[config.mk]
export PLATFORM = sky130hd
export DESIGN_NAME = adpcm_4bit_frame_decoder
export DESIGN_NICKNAME = d
export VERILOG_FILES = /design/src/rtl/core/a4fd_pkg.sv /design/src/rtl/core/adpcm_4bit_frame_decoder.sv /design/src/rtl/core/a4fd_coef_regs.sv /design/src/rtl/core/a4fd_mac.sv
export SDC_FILE = /design/constraint.sdc
export NUM_CORES = 1
export LEC_CHECK = 0
export ABC_AREA = 1
export BUFFER_PORTS_ARGS = -buffer_cell sky130_fd_sc_hd__buf_2
export CELL_PAD_IN_SITES_DETAIL_PLACEMENT = 1
export CELL_PAD_IN_SITES_GLOBAL_PLACEMENT = 1
export CORE_MARGIN = 4
export CORE_UTILIZATION = 53
export DETAILED_ROUTE_END_ITERATION = 10
export MAX_ROUTING_LAYER = met4
export PLACE_DENSITY = 0.88
export SLEW_MARGIN = 20
export SYNTH_ARGS = -nofsm -noshare
export SYNTH_HDL_FRONTEND = slang
export SYNTH_SLANG_ARGS = --single-unit
[constraint.sdc]
create_clock -name clk_i -period 11.7 [get_ports clk_i]
set_clock_uncertainty 0.05 [all_clocks]
set_input_delay 2.34 -clock clk_i [delete_from_list [all_inputs] [get_ports clk_i]]
set_output_delay 2.34 -clock clk_i [all_outputs]
set_load 0.01 [all_outputs]
[src/rtl/core/a4fd_pkg.sv]
`default_nettype none

package a4fd_pkg;

  localparam int unsigned NumPairs  = 8;
  localparam int unsigned PairSelW  = 3;
  localparam int unsigned CfgIdxW   = 8;
  localparam int unsigned CfgDataW  = 32;
  localparam int unsigned InDataW   = 40;
  localparam int unsigned SampleW   = 16;
  localparam int unsigned AccW      = 35;
  localparam int unsigned FracBits  = 11;

  localparam logic signed [AccW-1:0]    RoundHalf = 35'sh400;
  localparam logic signed [SampleW-1:0] SatMin    = 16'sh8000;
  localparam logic signed [SampleW-1:0] SatMax    = 16'sh7fff;

  // sequencer codes
  localparam logic [2:0] StIdle = 3'd0;
  localparam logic [2:0] StMul1 = 3'd1;
  localparam logic [2:0] StMul2 = 3'd2;
  localparam logic [2:0] StAdd2 = 3'd3;
  localparam logic [2:0] StOut  = 3'd4;

  typedef struct packed {
    logic init;
    logic mul_en;
    logic sel;
    logic acc_en;
  } mac_ctrl_t;

endpackage

`default_nettype wire

[src/rtl/core/adpcm_4bit_frame_decoder.sv]
// 4-bit ADPCM frame decoder, eight-byte frames with a header byte.
// Input stream s_axis: tuser is op (0 stream byte, 1 load history and
// restart at a header), tdata carries the byte and the two history values.
// Output stream m_axis: one 16-bit sample per word, tlast on the second
// sample of a byte. Coefficient pairs are written over the cfg channel,
// which is always ready; indexes above seven are dropped.
// Header and history words give no output.
// A data byte is decoded as two nibbles in series, each using the one
// shared 16x16 multiplier twice (c1*newest, c2*older), two accumulates,
// then saturation into the output register. s_axis_tready is low while a
// byte is in progress, so the next word waits until both of its samples
// have been loaded into the output register.
// The output register holds a sample until taken; while it is full the
// sequencer waits before loading the next one, so a stalled receiver
// stalls the decoder and no word is lost.
// Reset clears coefficients, history, scale, pair select and frame
// position (the next byte is taken as a header).
`default_nettype none

module adpcm_4bit_frame_decoder (
  input  wire logic                                clk_i,
  input  wire logic                                rst_ni,
  input  wire logic                                s_axis_tvalid,
  output logic                                     s_axis_tready,
  // byte_value[7:0], history_newest[23:8], history_older[39:24]
  input  wire logic [a4fd_pkg::InDataW-1:0]        s_axis_tdata,
  // op
  input  wire logic                                s_axis_tuser,
  output logic                                     m_axis_tvalid,
  input  wire logic                                m_axis_tready,
  // sample[15:0]
  output logic [a4fd_pkg::SampleW-1:0]             m_axis_tdata,
  output logic                                     m_axis_tlast,
  input  wire logic                                cfg_valid_i,
  output logic                                     cfg_ready_o,
  input  wire logic [a4fd_pkg::CfgIdxW-1:0]        cfg_index_i,
  input  wire logic [a4fd_pkg::CfgDataW-1:0]       cfg_data_i
);

  logic [2:0]                          state_q, state_d;
  logic [2:0]                          frame_pos_q, frame_pos_d;
  logic [3:0]                          scale_q, scale_d;
  logic [a4fd_pkg::PairSelW-1:0]       pair_q, pair_d;
  logic signed [a4fd_pkg::SampleW-1:0] prev_q, prev_d, pprev_q, pprev_d;
  logic [7:0]                          byte_q, byte_d;
  logic                                nib_sel_q, nib_sel_d;
  logic                                out_valid_q, out_valid_d;
  logic [a4fd_pkg::SampleW-1:0]        out_data_q, out_data_d;
  logic                                out_last_q, out_last_d;

  logic signed [a4fd_pkg::SampleW-1:0] c1, c2, y;
  logic [3:0]                          nibble;
  a4fd_pkg::mac_ctrl_t                 mac_ctrl;

  assign cfg_ready_o = 1'b1;

  a4fd_coef_regs u_coef (
    .clk_i     (clk_i),
    .rst_ni    (rst_ni),
    .wr_en_i   (cfg_valid_i),
    .wr_idx_i  (cfg_index_i),
    .wr_data_i (cfg_data_i),
    .rd_sel_i  (pair_q),
    .c1_o      (c1),
    .c2_o      (c2)
  );

  assign nibble = nib_sel_q ? byte_q[3:0] : byte_q[7:4];

  a4fd_mac u_mac (
    .clk_i    (clk_i),
    .ctrl_i   (mac_ctrl),
    .nibble_i (nibble),
    .shift_i  (scale_q),
    .c1_i     (c1),
    .c2_i     (c2),
    .prev_i   (prev_q),
    .pprev_i  (pprev_q),
    .sample_o (y)
  );

  assign s_axis_tready = (state_q == a4fd_pkg::StIdle);

  always_comb begin
    state_d     = state_q;
    frame_pos_d = frame_pos_q;
    scale_d     = scale_q;
    pair_d      = pair_q;
    prev_d      = prev_q;
    pprev_d     = pprev_q;
    byte_d      = byte_q;
    nib_sel_d   = nib_sel_q;
    out_valid_d = out_valid_q;
    out_data_d  = out_data_q;
    out_last_d  = out_last_q;
    mac_ctrl    = '0;

    if (out_valid_q && m_axis_tready) begin
      out_valid_d = 1'b0;
    end

    unique case (state_q)
      a4fd_pkg::StIdle: begin
        if (s_axis_tvalid) begin
          if (s_axis_tuser) begin
            prev_d      = $signed(s_axis_tdata[23:8]);
            pprev_d     = $signed(s_axis_tdata[39:24]);
            frame_pos_d = 3'd0;
          end else if (frame_pos_q == 3'd0) begin
            scale_d     = s_axis_tdata[3:0];
            pair_d      = s_axis_tdata[6:4];
            frame_pos_d = 3'd1;
          end else begin
            byte_d    = s_axis_tdata[7:0];
            nib_sel_d = 1'b0;
            state_d   = a4fd_pkg::StMul1;
          end
        end
      end
      a4fd_pkg::StMul1: begin
        mac_ctrl.init   = 1'b1;
        mac_ctrl.mul_en = 1'b1;
        state_d         = a4fd_pkg::StMul2;
      end
      a4fd_pkg::StMul2: begin
        mac_ctrl.mul_en = 1'b1;
        mac_ctrl.sel    = 1'b1;
        mac_ctrl.acc_en = 1'b1;
        state_d         = a4fd_pkg::StAdd2;
      end
      a4fd_pkg::StAdd2: begin
        mac_ctrl.acc_en = 1'b1;
        state_d         = a4fd_pkg::StOut;
      end
      a4fd_pkg::StOut: begin
        if (!out_valid_q || m_axis_tready) begin
          out_valid_d = 1'b1;
          out_data_d  = y;
          out_last_d  = nib_sel_q;
          pprev_d     = prev_q;
          prev_d      = y;
          if (!nib_sel_q) begin
            nib_sel_d = 1'b1;
            state_d   = a4fd_pkg::StMul1;
          end else begin
            frame_pos_d = frame_pos_q + 3'd1;
            state_d     = a4fd_pkg::StIdle;
          end
        end
      end
      default: begin
        state_d = a4fd_pkg::StIdle;
      end
    endcase
  end

  always_ff @(posedge clk_i or negedge rst_ni) begin
    if (!rst_ni) begin
      state_q     <= a4fd_pkg::StIdle;
      frame_pos_q <= 3'd0;
      scale_q     <= 4'd0;
      pair_q      <= '0;
      prev_q      <= '0;
      pprev_q     <= '0;
      nib_sel_q   <= 1'b0;
      out_valid_q <= 1'b0;
    end else begin
      state_q     <= state_d;
      frame_pos_q <= frame_pos_d;
      scale_q     <= scale_d;
      pair_q      <= pair_d;
      prev_q      <= prev_d;
      pprev_q     <= pprev_d;
      nib_sel_q   <= nib_sel_d;
      out_valid_q <= out_valid_d;
    end
  end

  always_ff @(posedge clk_i) begin
    byte_q     <= byte_d;
    out_data_q <= out_data_d;
    out_last_q <= out_last_d;
  end

  assign m_axis_tvalid = out_valid_q;
  assign m_axis_tdata  = out_data_q;
  assign m_axis_tlast  = out_last_q;

endmodule

`default_nettype wire

[src/rtl/core/a4fd_coef_regs.sv]
`default_nettype none

module a4fd_coef_regs (
  input  wire logic                                 clk_i,
  input  wire logic                                 rst_ni,
  input  wire logic                                 wr_en_i,
  input  wire logic [a4fd_pkg::CfgIdxW-1:0]         wr_idx_i,
  input  wire logic [a4fd_pkg::CfgDataW-1:0]        wr_data_i,
  input  wire logic [a4fd_pkg::PairSelW-1:0]        rd_sel_i,
  output logic signed [a4fd_pkg::SampleW-1:0]       c1_o,
  output logic signed [a4fd_pkg::SampleW-1:0]       c2_o
);

  logic [a4fd_pkg::CfgDataW-1:0] pair_q [a4fd_pkg::NumPairs];

  always_ff @(posedge clk_i or negedge rst_ni) begin
    if (!rst_ni) begin
      for (int i = 0; i < a4fd_pkg::NumPairs; i++) begin
        pair_q[i] <= '0;
      end
    end else if (wr_en_i && (wr_idx_i < a4fd_pkg::CfgIdxW'(a4fd_pkg::NumPairs))) begin
      pair_q[wr_idx_i[a4fd_pkg::PairSelW-1:0]] <= wr_data_i;
    end
  end

  assign c1_o = $signed(pair_q[rd_sel_i][31:16]);
  assign c2_o = $signed(pair_q[rd_sel_i][15:0]);

endmodule

`default_nettype wire

[src/rtl/core/a4fd_mac.sv]
`default_nettype none

module a4fd_mac (
  input  wire logic                                clk_i,
  input  wire a4fd_pkg::mac_ctrl_t                 ctrl_i,
  input  wire logic [3:0]                          nibble_i,
  input  wire logic [3:0]                          shift_i,
  input  wire logic signed [a4fd_pkg::SampleW-1:0] c1_i,
  input  wire logic signed [a4fd_pkg::SampleW-1:0] c2_i,
  input  wire logic signed [a4fd_pkg::SampleW-1:0] prev_i,
  input  wire logic signed [a4fd_pkg::SampleW-1:0] pprev_i,
  output logic signed [a4fd_pkg::SampleW-1:0]      sample_o
);

  localparam int unsigned AccW  = a4fd_pkg::AccW;
  localparam int unsigned ProdW = 2 * a4fd_pkg::SampleW;
  localparam int unsigned ShW   = AccW - a4fd_pkg::FracBits;

  logic signed [a4fd_pkg::SampleW-1:0] op_a, op_b;
  logic signed [ProdW-1:0]             prod_d, prod_q;
  logic signed [AccW-1:0]              nib_ext, base, acc_q;
  logic [4:0]                          sh_amt;
  logic signed [ShW-1:0]               shifted;

  assign op_a   = ctrl_i.sel ? c2_i : c1_i;
  assign op_b   = ctrl_i.sel ? pprev_i : prev_i;
  assign prod_d = op_a * op_b;

  assign nib_ext = {{(AccW-4){nibble_i[3]}}, nibble_i};
  assign sh_amt  = {1'b0, shift_i} + 5'(a4fd_pkg::FracBits);
  assign base    = (nib_ext <<< sh_amt) + a4fd_pkg::RoundHalf;

  always_ff @(posedge clk_i) begin
    if (ctrl_i.mul_en) begin
      prod_q <= prod_d;
    end
    if (ctrl_i.init) begin
      acc_q <= base;
    end else if (ctrl_i.acc_en) begin
      acc_q <= acc_q + {{(AccW-ProdW){prod_q[ProdW-1]}}, prod_q};
    end
  end

  // floor shift then saturate
  assign shifted = acc_q[AccW-1:a4fd_pkg::FracBits];

  always_comb begin
    if (shifted < ShW'(a4fd_pkg::SatMin)) begin
      sample_o = a4fd_pkg::SatMin;
    end else if (shifted > ShW'(a4fd_pkg::SatMax)) begin
      sample_o = a4fd_pkg::SatMax;
    end else begin
      sample_o = shifted[a4fd_pkg::SampleW-1:0];
    end
  end

endmodule

`default_nettype wire

==> metrics.md, run 1 <==
| Metric | Value |
|---|---|
| Clock latency on the worst-skew pair | `0.60 ns` |
| CTS H-tree depth | `2` |
| Die X | `247 um` |
| Top cell type's share of synthesized area | `25.1%` |
| Final wirelength | `104000 um` |
| Post-route ant nets | `0` |
| Critical Path RT | `12.01 ns` |
| Largest net degree at the start of global routing | `183` |
| Unrepaired setup endpoints after global routing | `false` |
| Layout overhead on the synthesized area | `8.71%` |
| Total Neg Setup Slack | `0 ns` |
| Fillers | `6755` |
| Async set or reset register ratio after synthesis | `76.7%` |
| Commonest register cell after synthesis | `dfrtp_1` |
| Synth warn | `0` |
| First-pass GRT wire length | `163000 um` |
| CTS sink cnt | `395` |
| Syn Std Cell Area | `0.0302 mm2` |
| Cell variety after synth | `53` |
| # hold bufs at CTS | `0` |
| Vias | `26300` |
| CTS tree | `built` |
| Final-report setup violation count | `0` |
| Crit start category | `register` |
| IO Pins | `106` |
| Period utilisation layout | `76.7%` |
| Final Slew Violations | `0` |
| # port buffers | `104` |
| Final Hold Viols | `0` |
| Root buf cell | `clkbuf_16` |
| Congestion Overflow GR | `0` |
| Max Cap Violations | `0` |
| Commonest non-fill, non-tap cell in the layout | `nand2_1` |
| Worst EP arrival | `9.28 ns` |
| Hold Slack | `0.432 ns` |
| Post-CTS sizing | `0` |
| Starting Density | `53.5%` |
| TritonCTS buffer count | `43` |
| # DRC | `0` |
| Register area share after synthesis | `34.3%` |
| Row count | `87` |
| Cells after Synth | `3594` |
| Max frequency | `111 MHz` |
| Share of cells above drive strength 1 | `7.61%` |
| Initial DRC count | `1972` |
| Nets | `4101` |
| Final GP Congestion | `1.02` |
| Crit-path max FO | `84` |
| Most frequent cells in the layout | `720 x nand2_1, 595 x inv_1, 446 x o21ai_0, 301 x dfrtp_1, 263 x fa_1` |
| Clk slew on worst S/H paths | `0.06 ns` |
| Vias/cell | `5.93` |
| Setup crit end kind | `register` |
| Worst Hold Class | `reg -> reg` |
| Die Ht | `247 um` |
| 1st-pass router iterations | `7` |
| Synth area leader | `dfrtp_1` |
| Vias in the first global route | `28700` |
| Dominant cells by area after synthesis | `dfrtp_1 25%, fa_1 17%, edfxtp_1 9.2%, nand2_1 9.0%, o21ai_0 7.4%` |
| Syn nets | `4063` |
| Least-Margin Pin Slew | `1.12 ns` |
| Crit Path Category | `reg -> reg` |
| Status | `complete, no violations` |
| Syn_area_per_cell | `8.39 um2` |
| Clk buf depth | `3` |
| Final min period | `8.97 ns` |
| Post-CTS Setup Repair Bufs | `0` |
| Post-synthesis register bit count | `395` |
| Initial antenna violation count | `5` |
| Max transition margin | `25.3%` |
| Floorplan core area | `0.0564 mm2` |
| Post-synth EDFFs | `92` |
| GRT Total Usage | `35.4%` |
| Routed len/inst | `23.4 um` |
| Final HPWL DP | `76200 um` |
| Die Area | `0.0608 mm2` |
-- layer usage --
layer | track usage [%] | vias to the layer above | wire length (um)
li1 | - | 11600 | -
met1 | 42.5 | 13300 | 40700
met2 | 57.8 | 1034 | 50000
met3 | 7.12 | 351 | 7270
met4 | 16.9 | 0 | 5670
met5 | - | - | 0
-- final cells by class --
class,instances,area [um2],area share (%)
sequential,395,10300,31.6
clock inverter,17,184,0.561
antenna,4,10.0,0.0305
inverter,616,2310,7.05
tap,756,946,2.88
clock buffer,62,1210,3.69
timing repair buffer,137,861,2.62
multi-input combinational,2439,16900,51.6
-- final timing paths --
path | to | slack [ns] | cells after the start | start
max | u_mac.prod_q[27] | 2.73 | 23 | pair_q[0]
min | u_coef.pair_q[167] | 0.43 | 2 | u_coef.pair_q[167]
max reg2reg | u_mac.prod_q[27] | 2.73 | 23 | pair_q[0]
min reg2reg | u_coef.pair_q[167] | 0.43 | 2 | u_coef.pair_q[167]
max in group asynchronous | pprev_q[12] | 8.31 | 3 | rst_ni
min in group asynchronous | u_coef.pair_q[70] | 1.75 | 1 | rst_ni
-- cells by family (layout without fill, tap and decap cells) --
logic type,after synthesis,in the layout,share of synthesized area (%)
muxes,65,65,2.16
buffers and inverters,760,832,9.86
xor gates and xnor gates,42,42,1.27
AOI/OAI and AO/OA,786,786,14.1
and+or+nand+nor,1162,1162,15.9
DFF,395,395,34.3
adders and majority gates,383,383,22.4
other,1,5,0.0124
-- stage by stage --
stage               setup WS, ns  cell area, um2  util [%]  cells
detailed placement          2.82           31300      55.5   4338
CTS                         2.77           32700      57.9   4417
global placement            3.18           31300      55.5   4338
floorplan                   5.15           30200         -   3594
global route                2.30           32800      58.2   4426
finish                      2.73           32800      58.2   4426
-- state kept, by name, indices dropped and copies added, names as in the netlist --
signal / cells
nib_sel_q: 1
u_coef.pair_q: 256
u_mac.acc_q: 35
m_axis_tlast: 1
u_mac.prod_q: 32
m_axis_tvalid: 1
pair_q: 3
scale_q: 4
m_axis_tdata: 16
pprev_q: 16
frame_pos_q: 3
byte_q: 8
prev_q: 16
state_q: 3
-- Yosys cell counts (7+ instances only) --
master    instances
o22ai_1          19
edfxtp_1         92
o211ai_1         70
a21o_1           10
or2_2             7
nand3_1         104
inv_1           596
nor2_1          250
xor2_1           24
o21ai_1          31
xnor2_1          16
buf_4             7
inv_2            15
nand3_2          11
o21bai_1          7
dfrtp_1         303
nand2_1         721
clkbuf_1         86
o21ai_0         448
buf_2            40
nor3_1           13
ha_1            120
a21oi_1         179
nand4_1          17
fa_1            263
nand2_2          13
mux2i_1          64
-- critical path: stages (launching register included) --
cell      delay (ns)
dfrtp_4         1.05
buf_4           0.77
mux2i_1         0.19
o211ai_1        0.21
o211ai_1        0.19
nand2_2         0.36
nand2_1         0.17
fa_1            0.78
inv_1           0.14
fa_1            0.89
fa_1            0.55
fa_1            0.50
fa_1            0.57
inv_1           0.06
fa_1            0.53
inv_1           0.04
ha_1            0.41
nand2_1         0.17
nor3_1          0.35
nand4_1         0.22
nand3_1         0.20
nand2_1         0.08
nand2_1         0.09
xor2_1          0.07
Power of run 1 is not shown: default switching activity piles up to over one toggle a cycle in this logic, so the estimate is an artifact.
==> inputs of run 2 (changes only) <==
--- a/config.mk
+++ b/config.mk
@@ -5,15 +5,15 @@
 export SDC_FILE = /design/constraint.sdc
 export NUM_CORES = 1
 export LEC_CHECK = 0
-export ABC_AREA = 1
+export ABC_AREA = 0
 export BUFFER_PORTS_ARGS = -buffer_cell sky130_fd_sc_hd__buf_2
 export CELL_PAD_IN_SITES_DETAIL_PLACEMENT = 1
 export CELL_PAD_IN_SITES_GLOBAL_PLACEMENT = 1
 export CORE_MARGIN = 4
-export CORE_UTILIZATION = 53
+export CORE_UTILIZATION = 47
 export DETAILED_ROUTE_END_ITERATION = 10
 export MAX_ROUTING_LAYER = met4
-export PLACE_DENSITY = 0.88
+export PLACE_DENSITY = 0.78
 export SLEW_MARGIN = 20
 export SYNTH_ARGS = -nofsm -noshare
 export SYNTH_HDL_FRONTEND = slang
==> constraint.sdc (replaced) <==
create_clock -name clk_i -period 8.15 [get_ports clk_i]
set_clock_uncertainty 0.05 [all_clocks]
set_input_delay 1.63 -clock clk_i [delete_from_list [all_inputs] [get_ports clk_i]]
set_output_delay 1.63 -clock clk_i [all_outputs]
set_load 0.01 [all_outputs]
==> run 2 against run 1 <==
- synthesized cell count decreased by 27%
- synthesized area down 2.6%
- final cell count is 18% lower
- maximum frequency increased by 14%
- count of clock-buffer cells in the layout up 2
- final area increased by 0.96%
- register-to-register slack got worse by 2.4 ns
- worst hold slack improved by 0.018 ns
- sequential cell count is the same
- wire length decreased by 16%
==> metrics.md, run 2 <==
| Metric | Value |
|---|---|
| Register area share after synthesis | `35.2% (+0.92 points)` |
| Syn nets | `3086 (-24%)` |
| # port buffers | `104 (unchanged)` |
| Syn Std Cell Area | `0.0294 mm2 (-2.6%)` |
| 1st-pass router iterations | `5 (-2)` |
| Commonest non-fill, non-tap cell in the layout | `inv_1` |
| Final wirelength | `87300 um (-16%)` |
| Cell variety after synth | `82 (+55%)` |
| Clk buf depth | `3 (unchanged)` |
| Worst Hold Class | `reg -> reg` |
| Syn_area_per_cell | `11.2 um2 (+34%)` |
| Crit Path Category | `reg -> reg` |
| GRT Total Usage | `26.7% (-8.7 points)` |
| Slowest stage cell, crit path | `fa_1` |
| Die X | `258 um (+4.6%)` |
| Vias | `20700 (-21%)` |
| Final min period | `7.87 ns (-1.10 ns)` |
| Commonest register cell after synthesis | `dfrtp_1` |
| Nets | `3227 (-21%)` |
| Max frequency | `127 MHz (+14%)` |
| Final HPWL DP | `64000 um (-16%)` |
| Final Hold Viols | `0 (unchanged)` |
| Most frequent cells in the layout | `341 x inv_1, 301 x dfrtp_1, 263 x mux2_2, 262 x fa_1, 254 x nand2_1` |
| Least-Margin Pin Slew | `1.05 ns (-0.0742 ns)` |
| Cell with the most instances after synthesis | `inv_1` |
| CTS H-tree depth | `2 (unchanged)` |
| Crit-path max FO | `16 (-81%)` |
| Largest net degree at the start of global routing | `188 (+2.7%)` |
| Top cell type's share of synthesized area | `25.8% (+0.67 points)` |
| Final core utilization | `53.6% (-4.6 points)` |
| Layout overhead on the synthesized area | `12.7%` |
| Most frequent CP cell | `fa_1` |
| Pre-CTS WS | `-0.0226 ns (-2.85 ns)` |
| # hold bufs at CTS | `0 (unchanged)` |
| Clk slew on worst S/H paths | `0.06 ns (about the same)` |
| Synth cell count leaders | `341 x inv_1, 303 x dfrtp_1, 263 x fa_1, 263 x mux2_2, 255 x nand2_1` |
| Async set or reset register ratio after synthesis | `76.7% (unchanged)` |
| Row count | `91 (+4.6%)` |
| Max Cap Violations | `0 (unchanged)` |
| Largest stage delay, worst path | `0.58 ns (-0.47 ns)` |
| IO Pins | `106 (unchanged)` |
| Dominant cells by area after synthesis | `dfrtp_1 26%, fa_1 18%, mux2_2 10%, edfxtp_1 9.4%, mux4_2 5.7%` |
| Starting Density | `47.5% (-6.0 points)` |
| Initial DRC count | `1272 (-35%)` |
| Status | `complete, no violations` |
| Cells after Synth | `2617 (-27%)` |
| CTS sink cnt | `395 (unchanged)` |
| Root buf cell | `clkbuf_16` |
| Worst EP arrival | `8.15 ns (-1.13 ns)` |
| Period utilisation layout | `96.6% (+20 points)` |
| Synth area leader | `dfrtp_1` |
| Floorplan core area | `0.0618 mm2 (+9.6%)` |
| Final-report setup violation count | `0 (unchanged)` |
| Routed len/inst | `24.0 um (+2.5%)` |
| Biggest register | `u_coef.pair_q` |
| Clock latency on the worst-skew pair | `0.60 ns (about the same)` |
| CTS tree | `built` |
| Die Ht | `258 um (+4.6%)` |
| Initial antenna violation count | `9 (+4)` |
| Die Area | `0.0666 mm2 (+9.5%)` |
| Vias/cell | `5.69 (-4.1%)` |
| TritonCTS buffer count | `44 (+2.3%)` |
| Max FFs per register | `256 (unchanged)` |
| Post-synth EDFFs | `92 (unchanged)` |
| Crit start category | `register` |
| Final setup margin | `0.279 ns (-2.45 ns)` |
| Critical Path RT | `8.43 ns (-3.58 ns)` |
| Synth warn | `0 (unchanged)` |
| Largest regs | `u_coef.pair_q (256), u_mac.acc_q (35), u_mac.prod_q (32)` |
| # DRC | `0 (unchanged)` |
| Vias in the first global route | `23500 (-18%)` |
| Setup crit end kind | `register` |
| Max transition margin | `29.9% (+4.6 points)` |
| Post-synthesis register bit count | `395 (unchanged)` |
| Post-route ant nets | `0 (unchanged)` |
| Share of cells above drive strength 1 | `23.6% (+16 points)` |
| First-pass GRT wire length | `136000 um (-17%)` |
| Congestion Overflow GR | `0 (unchanged)` |
| Final Slew Violations | `0 (unchanged)` |
| Final GP Congestion | `0.943 (-7.4%)` |
| Total Neg Setup Slack | `0 ns (unchanged)` |
| Hold Slack | `0.450 ns (+0.0181 ns)` |
==> run 2: what timing repair did <==
item,4_1_cts,5_1_grt
resized for setup,1,15
setup buffers,0,6
pin swaps,0,6
setup endpoints to repair,1,4
gates cloned,0,2
==> run 2: final timing paths <==
check | startpoint | to | slack (ns) | cells past startpoint
min in group asynchronous | rst_ni | u_coef.pair_q[28] | 1.08 | 1
max | pair_q[0] | u_mac.prod_q[31] | 0.28 | 26
min reg2reg | u_coef.pair_q[29] | u_coef.pair_q[29] | 0.45 | 1
min | u_coef.pair_q[29] | u_coef.pair_q[29] | 0.45 | 1
max reg2reg | pair_q[0] | u_mac.prod_q[31] | 0.28 | 26
max in group asynchronous | rst_ni | prev_q[5] | 5.31 | 3
==> run 2: cell type report <==
class                           instances  area, um2
Fill cell                            6500      28700
Multi-Input combinational cell       1771      17400
Sequential cell                       395      10300
Timing Repair Buffer                  204       1530
Clock buffer                           64       1300
Inverter                              342       1280
Tap cell                              837       1050
Clock inverter                         15        226
Antenna cell                            7       17.5
==> run 2: kinds of logic (layout without fill, tap and decap cells) <==
kind of cell | Yosys count | in the layout | share of synthesized area [%]
other cells | 1 | 8 | 0.0128
fa+ha+maj | 383 | 383 | 23.0
buf+inv | 451 | 625 | 5.98
xor+xnor | 62 | 62 | 1.90
compound gates | 333 | 333 | 7.05
mux | 387 | 387 | 17.5
flops | 395 | 395 | 35.2
simple gates | 605 | 605 | 9.34
==> run 2: critical path, delay by kind of cell, from the launching register on <==
kind | cells | cell delay, ns
compound gates | 5 | 1.16
xor+xnor | 1 | 0.14
fa+ha+maj | 7 | 3.49
buf+inv | 7 | 0.78
flops | 1 | 0.46
mux | 2 | 1.05
simple gates | 4 | 0.47
==> run 2: per-stage QoR <==
stage | std cells | cell area [um2]
finish | 3635 | 33100
global route | 3635 | 33100
CTS | 3619 | 32900
detailed placement | 3540 | 31400
global placement | 3540 | 31400
floorplan | 2617 | 29400
==> run 2: routing by layer <==
metal  GRT usage, %  share of wire, %  vias up
li1               -                 -     9103
met1           32.9                41    10900
met2           46.2                51      542
met3           3.49               4.6      154
met4           8.50               3.3        0
met5              -                 0        -
Power of run 2 is left out for the same reason.
==> inputs of run 3 (changes only) <==
==> constraint.sdc (replaced) <==
create_clock -name clk_i -period 8.15 [get_ports clk_i]
set_clock_uncertainty 0.05 [all_clocks]
set_input_delay 0 -clock clk_i [delete_from_list [all_inputs] [get_ports clk_i]]
set_output_delay 0 -clock clk_i [all_outputs]
set_load 0.01 [all_outputs]
==> run 3 against run 2 <==
- first-iteration DRC count is 9.2% higher
- highest routed layer unchanged
- maximum frequency is 0.44% lower
- worst hold slack worse by 0.40 ns
- critical path depth stayed put
==> metrics.md, run 3 (same netlist as run 2, synthesis figures left out) <==
| Metric | Value |
|---|---|
| Largest stage delay, worst path | `0.61 ns (+0.03 ns)` |
| Fillers | `6544 (+0.68%)` |
| Max frequency | `126 MHz (-0.44%)` |
| Worst EP arrival | `8.19 ns (+0.04 ns)` |
| Share of cells above drive strength 1 | `23.3% (-0.32 points)` |
| Routed len/inst | `24.6 um (+2.5%)` |
| Layout overhead on the synthesized area | `15.3%` |
| Max Cap Violations | `0 (unchanged)` |
| Max transition margin | `33.5% (+3.6 points)` |
| Initial antenna violation count | `3 (-6)` |
| TritonCTS buffer count | `44 (unchanged)` |
| Clk slew on worst S/H paths | `0.07 ns (about the same)` |
| First-pass GRT wire length | `142000 um (+4.8%)` |
| 1st-pass router iterations | `5 (unchanged)` |
| CTS tree | `built` |
| Most frequent CP cell | `fa_1` |
| GRT Total Usage | `28.1% (+1.4 points)` |
| # port buffers | `104 (unchanged)` |
| Post-route ant nets | `0 (unchanged)` |
| Total Neg Setup Slack | `0 ns (unchanged)` |
| Register Area | `0.0103 mm2 (unchanged)` |
| DP Area | `0.0314 mm2 (about the same)` |
| Nets | `3312 (+2.6%)` |
| Crit-path max FO | `34 (+18)` |
| Vias | `21400 (+3.2%)` |
| Period utilisation layout | `97.0% (+0.43 points)` |
| Crit start category | `register` |
| Final wirelength | `91500 um (+4.8%)` |
| Final Slew Violations | `0 (unchanged)` |
| Vias in the first global route | `24500 (+4.4%)` |
| IO Pins | `106 (unchanged)` |
| Setup crit end kind | `register` |
| CTS H-tree depth | `2 (unchanged)` |
| Multi-input logic area | `0.0174 mm2 (about the same)` |
| Floorplan core area | `0.0618 mm2 (unchanged)` |
| Congestion Overflow GR | `0 (unchanged)` |
| Die Ht | `258 um (unchanged)` |
| Final HPWL DP | `65400 um (+2.3%)` |
| Most frequent cells in the layout | `341 x inv_1, 301 x dfrtp_1, 263 x mux2_2, 262 x fa_1, 254 x nand2_1` |
| Slowest stage cell, crit path | `fa_1` |
| Post-route cell area | `0.0339 mm2 (+2.3%)` |
| Critical Path RT | `8.44 ns (about the same)` |
| CTS sink cnt | `395 (unchanged)` |
| Die X | `258 um (unchanged)` |
| Initial DRC count | `1389 (+9.2%)` |
| Clock latency on the worst-skew pair | `0.60 ns (about the same)` |
| Final Hold Viols | `0 (unchanged)` |
| Crit Path Category | `reg -> reg` |
| Root buf cell | `clkbuf_16` |
| Commonest non-fill, non-tap cell in the layout | `inv_1` |
| Status | `complete, no violations` |
| Unrepaired setup endpoints after global routing | `false` |
| Vias/cell | `5.74 (+0.95%)` |
| Clk buf depth | `3 (unchanged)` |
| Final min period | `7.91 ns (+0.0349 ns)` |
| Final-report setup violation count | `0 (unchanged)` |
| Starting Density | `47.5% (unchanged)` |
| Row count | `91 (unchanged)` |
| # DRC | `0 (unchanged)` |
| Largest regs | `u_coef.pair_q (256), u_mac.acc_q (35), u_mac.prod_q (32)` |
| Largest net degree at the start of global routing | `123 (-35%)` |
| Max FFs per register | `256 (unchanged)` |
| Die Area | `0.0666 mm2 (unchanged)` |
| Final GP Congestion | `0.949 (+0.60%)` |
| Worst Hold Class | `in -> async` |
| Least-Margin Pin Slew | `0.992 ns (-0.0538 ns)` |
| Biggest register | `u_coef.pair_q` |
-- run 3: cell types whose count changed in the layout (fill, tap and decap cells not counted), moves of 2 or more --
cell           delta
dlygate4sd3_1    +76
buf_4            +16
buf_12            -4
diode_2           -3
buf_16            -2
clkinv_4          -2
-- run 3: worst paths after layout --
| kind | start | endpoint | slack, ns | cells past startpoint |
|---|---|---|---|---|
| setup reg to reg | state_q[1] | u_mac.prod_q[31] | 0.24 | 26 |
| max in group asynchronous | rst_ni | pair_q[1] | 6.11 | 4 |
| hold / removal | rst_ni | u_coef.pair_q[32] | 0.05 | 2 |
| hold reg to reg | pprev_q[0] | pprev_q[0] | 0.44 | 2 |
| setup / recovery | state_q[1] | u_mac.prod_q[31] | 0.24 | 26 |
| min in group clk_i | s_axis_tdata[7] | byte_q[7] | 0.08 | 2 |
-- run 3: repair_timing --
action	CTS	global route
pin swaps	0	5
endpoints found under the hold margin	436	0
buffers inserted	1	9
gates cloned	0	2
setup endpoints to repair	1	4
hold buffers	76	0
resized for setup	1	12
-- run 3: worst max-delay path, delay by kind of cell (launching register included) --
kind                     cells  cell delay (ns)
AO/OA/AOI/OAI                7             1.45
XOR/XNOR                     1             0.14
buffers and inverters        7             0.91
flip-flops                   1             0.37
adder cells (fa/ha/maj)      7             3.40
multiplexers                 1             0.50
AND/OR/NAND/NOR              3             0.77
-- run 3: through the flow --
step,setup slack [ns],utilization (%),std cells,hold WS (ns)
floorplan,0.203,-,2617,-0.346
global placement,0.150,50.7,3546,0.0835
detailed placement,0.0139,50.7,3546,0.110
CTS,0.0550,54.5,3702,0.0546
global route,0.00267,54.8,3716,0.0751
finish,0.244,54.8,3717,0.0524
-- run 3: area by class of cell --
cell class | instances | area share [%]
Clock inverter | 15 | 0.705
Clock buffer | 64 | 3.89
Timing Repair Buffer | 289 | 6.67
Tap cell | 837 | 3.09
Inverter | 342 | 3.79
Antenna cell | 4 | 0.0295
Multi-Input combinational cell | 1771 | 51.3
Sequential cell | 395 | 30.5
-- run 3: routing by layer --
layer / share of wire (%) / vias to the layer above / GRT usage, %
met2: 52 / 593 / 49.2
li1: - / 9244 / -
met3: 4.3 / 211 / 3.88
met5: 0 / - / -
met1: 40 / 11300 / 33.3
met4: 4.1 / 0 / 10.4
Power of run 3 is left out for the same reason.
